## src/sv/column_sum_accumulator_macros.svh

```systemverilog
// Assertion macros for the column-sum accumulator.
`ifndef COLUMN_SUM_ACCUMULATOR_MACROS_SVH
`define COLUMN_SUM_ACCUMULATOR_MACROS_SVH
`ifndef SYNTHESIS
`define CSA_ASSERT_NOW(lbl, clk, rst, ante, cons) \
   lbl: assert property (@(posedge clk) disable iff (rst) (ante) |-> (cons)) \
      else $error("assertion failed");
`define CSA_ASSERT_NEXT(lbl, clk, rst, ante, cons) \
   lbl: assert property (@(posedge clk) disable iff (rst) (ante) |=> (cons)) \
      else $error("assertion failed");
`else
`define CSA_ASSERT_NOW(lbl, clk, rst, ante, cons)
`define CSA_ASSERT_NEXT(lbl, clk, rst, ante, cons)
`endif
`endif

```

## src/sv/csa_pkg.sv

```systemverilog
// Shared constants and types of the column-sum accumulator.
package csa_pkg;
   localparam int MAX_COLUMNS = 4096;
   localparam int COL_W       = $clog2(MAX_COLUMNS);
   localparam int COLS_W      = COL_W + 1;
   localparam int ROWS_W      = 16;
   localparam int SAMPLE_W    = 16;
   localparam int SUM_W       = 32;
   localparam int CSR_IDX_W   = 4;
   localparam int CSR_DATA_W  = 16;

   localparam logic [CSR_IDX_W-1:0] REG_COLUMN_COUNT = CSR_IDX_W'(0);
   localparam logic [CSR_IDX_W-1:0] REG_ROW_COUNT    = CSR_IDX_W'(1);

   localparam logic [COLS_W-1:0] COLUMN_COUNT_RESET = COLS_W'(4096);
   localparam logic [ROWS_W-1:0] ROW_COUNT_RESET    = ROWS_W'(1);

   typedef struct packed {
      logic [COL_W-1:0] col;
      logic             first_row;
      logic             last_row;
      logic             last_col;
      logic             single_col;
   } pos_type;
endpackage

```

## src/sv/csa_position.sv

```systemverilog
// Column and row position tracking for the sample stream.
module csa_position (
   input  logic                        clock,
   input  logic                        reset,
   input  logic                        advance,
   input  logic                        clear,
   input  logic [csa_pkg::COLS_W-1:0]  cfg_cols,
   input  logic [csa_pkg::ROWS_W-1:0]  cfg_rows,
   output csa_pkg::pos_type            cur
);
   logic [csa_pkg::COL_W-1:0]  col_pos_ff, col_pos_in;
   logic [csa_pkg::ROWS_W-1:0] row_pos_ff, row_pos_in;
   logic [csa_pkg::COLS_W-1:0] eff_cols;
   logic [csa_pkg::ROWS_W-1:0] eff_rows;
   logic [csa_pkg::COL_W-1:0]  col;
   logic [csa_pkg::ROWS_W-1:0] row;
   logic                       last_row;
   logic                       last_col;

   // zero or oversize column count means a full-length row
   assign eff_cols = (cfg_cols == '0 || cfg_cols > csa_pkg::COLS_W'(csa_pkg::MAX_COLUMNS))
                     ? csa_pkg::COLS_W'(csa_pkg::MAX_COLUMNS) : cfg_cols;
   assign eff_rows = (cfg_rows == '0) ? csa_pkg::ROWS_W'(1) : cfg_rows;

   assign col = ({1'b0, col_pos_ff} >= eff_cols) ? '0 : col_pos_ff;
   assign row = (row_pos_ff >= eff_rows) ? '0 : row_pos_ff;

   assign last_col = (({1'b0, col} + csa_pkg::COLS_W'(1)) == eff_cols);
   assign last_row = (({1'b0, row} + 17'd1) == {1'b0, eff_rows});

   assign cur.col        = col;
   assign cur.first_row  = (row == '0);
   assign cur.last_row   = last_row;
   assign cur.last_col   = last_col;
   assign cur.single_col = (eff_cols == csa_pkg::COLS_W'(1));

   always_comb begin
      col_pos_in = col_pos_ff;
      row_pos_in = row_pos_ff;
      if (clear) begin
         col_pos_in = '0;
         row_pos_in = '0;
      end else if (advance) begin
         if (last_col) begin
            col_pos_in = '0;
            row_pos_in = last_row ? '0 : row + csa_pkg::ROWS_W'(1);
         end else begin
            col_pos_in = col + csa_pkg::COL_W'(1);
            row_pos_in = row;
         end
      end
   end

   always_ff @(posedge clock) begin
      if (reset) begin
         col_pos_ff <= '0;
         row_pos_ff <= '0;
      end else begin
         col_pos_ff <= col_pos_in;
         row_pos_ff <= row_pos_in;
      end
   end
endmodule

```

## config.mk

```make
export PLATFORM = sky130hd
export DESIGN_NAME = csa_position
export DESIGN_NICKNAME = d
export VERILOG_FILES = /design/src/sv/column_sum_accumulator_macros.svh /design/src/sv/csa_pkg.sv /design/src/sv/csa_position.sv
export SDC_FILE = /design/constraint.sdc
export NUM_CORES = 1
export LEC_CHECK = 0
export BUFFER_PORTS_ARGS = -buffer_cell sky130_fd_sc_hd__buf_2
export CELL_PAD_IN_SITES_DETAIL_PLACEMENT = 2
export CELL_PAD_IN_SITES_GLOBAL_PLACEMENT = 2
export CORE_MARGIN = 4
export CORE_UTILIZATION = 30
export CTS_CLUSTER_SIZE = 20
export DETAILED_ROUTE_END_ITERATION = 10
export GPL_ROUTABILITY_DRIVEN = 0
export PLACE_DENSITY_LB_ADDON = 0.3
export SKIP_LAST_GASP = 1
export SLEW_MARGIN = 10
export SYNTH_ARGS = -nofsm -noshare
export SYNTH_HDL_FRONTEND = slang
export SYNTH_SLANG_ARGS = --single-unit
```

## constraint.sdc

```tcl
create_clock -name clock -period 5.3 [get_ports clock]
set_clock_uncertainty 0.1 [all_clocks]
set_input_delay 0.265 -clock clock [delete_from_list [all_inputs] [get_ports clock]]
set_output_delay 0.265 -clock clock [all_outputs]
set_load 0.05 [all_outputs]
```

# Word level (Yosys, flattened, before mapping)
# Cells that the tools add are included.
[classes]
addsub = 4
n_mul = 0
div_mod_pow = 0
order_cmp = 3
n_eq_ne = 3
n_shift = 0
mux = 7
bitwise = 0
n_reduce_logical = 5
[op_table]
columns = ["cell", "n"]
rows = [
  ["$mux W16", 4],
  ["$logic_not A16 Y1", 2],
  ["$mux W12", 2],
  ["$add A16 B1 Y17 const B", 1],
  ["$eq A17 B16 Y1", 1],
  ["$add A16 B1 Y16 const B", 1],
  ["$ge A16 B16 Y1", 1],
  ["$add A12 B1 Y13 const B", 1],
  ["$eq A13 B1 Y1 const B", 1],
  ["$eq A13 B13 Y1", 1],
  ["$ge A12 B13 Y1", 1],
  ["$gt A13 B13 Y1 const B", 1],
  ["$logic_not A13 Y1", 1],
  ["$mux W13", 1],
  ["$add A12 B1 Y12 const B", 1],
  ["$reduce_or A2 Y1", 1],
  ["$logic_or A1 B1 Y1", 1],
]
[totals]
register_bits = 28
latchBits = 0
mem_bits_rw = 0
mem_bits_ro = 0
memories = 0

# Depth between registers and ports, before layout
[depth]
ltp_word = 8
ltp_mapped = 24
depth_no_buf = 21

# Worst setup path after synthesis
# No wires, ideal clock.
[synth_path]
kind = "input -> register"
start = "in cfg_cols[12] (netlist name)"
end = "reg row_pos_ff[4] (netlist name)"
setup_time_ns = 0.087
arrival_ns = 5.260
setup_slack_ns = -0.148
cell_stages = 21
n_path_buf = 2
cell_sequence = "inv_2 -> clkbuf_1 -> nand2_1 -> ha_1 -> nand3_1 -> nor3_1 -> a2111oi_1 -> a21oi_1 -> nor2_1 -> ha_1 -> clkbuf_1 -> nand3_1 -> xnor2_1 -> xor2_1 -> o21a_1 -> o221ai_1 -> o2111a_1 -> nand4_4 -> or4_4 -> or3_1 -> o31ai_1"
[synth_rtl]
columns = ["item", "line", "source"]
rows = [
  ["start, declared", "csa_position.sv:7", "input logic [csa_pkg::COLS_W-1:0] cfg_cols,"],
  ["end signal, assigned", "csa_position.sv:60", "row_pos_ff <= row_pos_in;"],
  ["end, declared", "csa_position.sv:12", "logic [csa_pkg::ROWS_W-1:0] row_pos_ff, row_pos_in;"],
]

==> flow_summary.ini <==
[layout]
areaGrowthSynthToFinish_pct = 24.5
diodes = 0
finalInstanceArea_um2 = 4560
fin_nets = 621
drive_above_1_share_pct = 27.2

[global_route]
grt_pass1_vias = 4331
grt_max_degree = 26
grt_usage_pct = 20.4
grt_remaining_overflow = 0
antenna_found_initial = 0
grt_pass1_wl_um = 23300

[sta]
min_period_ns = 5.14
fmax_mhz = 195
tightest_slew_ns = 0.723
max_slew_margin_pct = 51.4
min_period_over_period_pct = 96.9
drv_slew = 0
hold_viol = 0
setup_viol = 0
final.setup.worst_slack_ns = 0.163

[yosys]
ys_seq_area_share_pct = 15.3
synth_nets = 545
synth-edff-count = 0
synth_top_area_share_pct = 15.3
ys_top_cells_by_area = dfxtp_1, ha_1, xnor2_1
yosys.cell_count.top_type = nand2_1
syn-cell-area_um2 = 3660
synth_common_cells = nand2_1, ha_1, nor2_1
synth_cell_types = 76
yosys_register_bits = 28
synth_top_area_cell = dfxtp_1
avgSynthCellArea_um2 = 7.62
ys_warn_count = 0
ys.flop_type = dfxtp_1
async_reset_ff_share_pct = 0
syn_inst = 481

[routing]
wl_per_cell_um = 21.1
wirelength_um = 14800
drtIter0Drc = 259
viasPerCell = 5.81
drtPass1Iterations = 4
antenna_left = 0
via_count = 4082
drc = 0

[die]
start_util_pct = 30.6
dieArea_um2 = 14000
core_area_um2 = 12000
io_pins = 49
std_cell_rows = 40
chipWidth_um = 119
dieHeight_um = 119

[pwr]
p_int_mw = 0.379
p_leak_nw = 1.92
netSwitchingFraction_pct = 33.6
pwr-share-seq_pct = 38.4
p_clk_share_pct = 31.7
p_switching_mw = 0.192
ir_drop_v = 0.000122
p_comb_share_pct = 29.9
power_mw = 0.571
pwr_density_cell_nw_per_um2 = 125

[setup_path]
cp-start-kind = primary input
cpPeakStageDelay_ns = 0.54
cp.arrival_ns = 4.77
crit_chain = buf_2 > or4_4 > nor3_4 > a41o_1 > ha_1 > nand2b_4 > a2111oi_4 > nand3b_1 > and3_4 > nand2_2 > inv_2 > ha_4 > and3_4 > nand4_1 > xor2_2 > or4_1 > a32o_2 > nor4_4 > buf_4 > buf_8
critPathTopFamily = simple AND/OR/NAND/NOR gates
critPathRequiredTime_ns = 4.93
path_buf_inv = 4
path_max_fanout = 4
crit_type = primary input to primary output
crit_path_end_kind = primary output
crit_slowest_cell = or4_4
cp_common_cell = and3_4

[clock_tree]
cts_made_buffers = 3
cts_root_buffer = clkbuf_16
clk_path_buf_depth = 2
clkTransAtPathRegs_ns = 0.07
cts_sinks = 28
clk_latency_ns = 0.27
cts-htree-levels = 1
cts_tree = built

[placement]
post-place-ws_ns = -0.253
hpwl_um = 11700
numPortBuffers = 48
post_dp_cell_area_um2 = 4280

[flow_run]
maxCapViolations = 0

[hold_path]
hp-class = primary input to register

[status]
status = complete, no violations
## cells by family (layout without fill, tap and decap cells)
logic type               Yosys count  in the layout  share of synthesized area (%)
multiplexers                       6              6                           1.67
buffers and inverters             59            133                           6.97
flip-flops                        28             28                           15.3
AO/OA/AOI/OAI                    118            118                           23.0
XOR/XNOR                          35             35                           9.53
adder cells (fa/ha/maj)           31             31                           10.6
AND/OR/NAND/NOR                  204            204                           32.9
## state kept, by name, indices dropped and copies added, names as in the netlist
register    cells
col_pos_ff     12
row_pos_ff     16
## worst paths after layout
check	start	endpoint	slack (ns)	cells past startpoint
worst max-delay path	cfg_rows[3]	cur[2]	0.16	20
worst min-delay path	advance	row_pos_ff[9]$_SDFFE_PP0P_	0.39	3
worst max register to register	col_pos_ff[11]$_SDFFE_PP0P_	row_pos_ff[7]$_SDFFE_PP0P_	0.50	21
worst min register to register	col_pos_ff[10]$_SDFFE_PP0P_	col_pos_ff[10]$_SDFFE_PP0P_	0.52	2
## placed cells by master (no fill, tap or decap), drive strengths merged, types with 3 or more instances in the layout
cell type | Yosys | routed
a21oi | 25 | 25
o211ai | 4 | 4
xor2 | 11 | 11
a22oi | 4 | 4
buf | 18 | 101
nand2 | 39 | 39
inv | 29 | 29
nor3 | 20 | 20
a22o | 3 | 3
o311ai | 3 | 3
nand3b | 3 | 3
clkbuf | 12 | 3
o31ai | 3 | 3
nand4 | 14 | 14
nor4 | 13 | 13
o22ai | 3 | 3
a2111oi | 3 | 3
xnor2 | 21 | 21
nand4b | 5 | 5
a21o | 13 | 13
mux2i | 5 | 5
and4 | 3 | 3
ha | 31 | 31
and2 | 13 | 13
nand3 | 30 | 30
nor2 | 32 | 32
and3 | 7 | 7
or3 | 5 | 5
dfxtp | 28 | 28
or4 | 7 | 7
a31o | 13 | 13
o21ai | 20 | 20
nand2b | 3 | 3
## power groups by stage
stage | combinational [mW] | clock (mW) | sequential [mW]
detailed placement | 0.164 | 0 | 0.224
floorplan | 0.105 | 0 | 0.220
CTS | 0.164 | 0.183 | 0.219
global route | 0.189 | 0.193 | 0.220
global placement | 0.155 | 0 | 0.224
finish | 0.171 | 0.181 | 0.219
## per-stage QoR
stage                     util (%)  hold slack (ns)   TNS, ns  cells
after floorplan                  -            0.413         0    481
final                         38.1            0.392         0    702
after global placement        35.8            0.481         0    689
after detailed placement      35.8            0.500     -3.15    689
after global routing          38.1            0.426    -0.416    702
after CTS                     36.7            0.382  -0.00505    695
## final cells by class
type                    count  area (µm²)
clock buffers               3        75.1
fillers                  1382        7400
inverters                  29         109
multi-input cells         394        2970
flip-flops and latches     28         561
well taps                 147         184
repair buffers            101         661
## layer usage
metal / GRT usage [%] / share of wire, % / up-vias
met5: 0 / 0 / -
met4: 1.88 / 0.86 / 0
met3: 2.78 / 3.4 / 14
met2: 34.5 / 48 / 60
met1: 28.6 / 48 / 2068
li1: - / - / 1940
## tightest hold or removal path: stages
cell and delay [ns]:
buf_2 0.17, o21ai_0 0.19, a21o_1 0.10
## what timing repair did
item / CTS / global route
setup endpoints to repair: 1 / 18
hold buffers: 0 / 0
buffers inserted: 3 / 8
pin swaps: 2 / 10
gates resized for setup: 3 / 21
No activity file was read; power rests on OpenSTA's default activity.
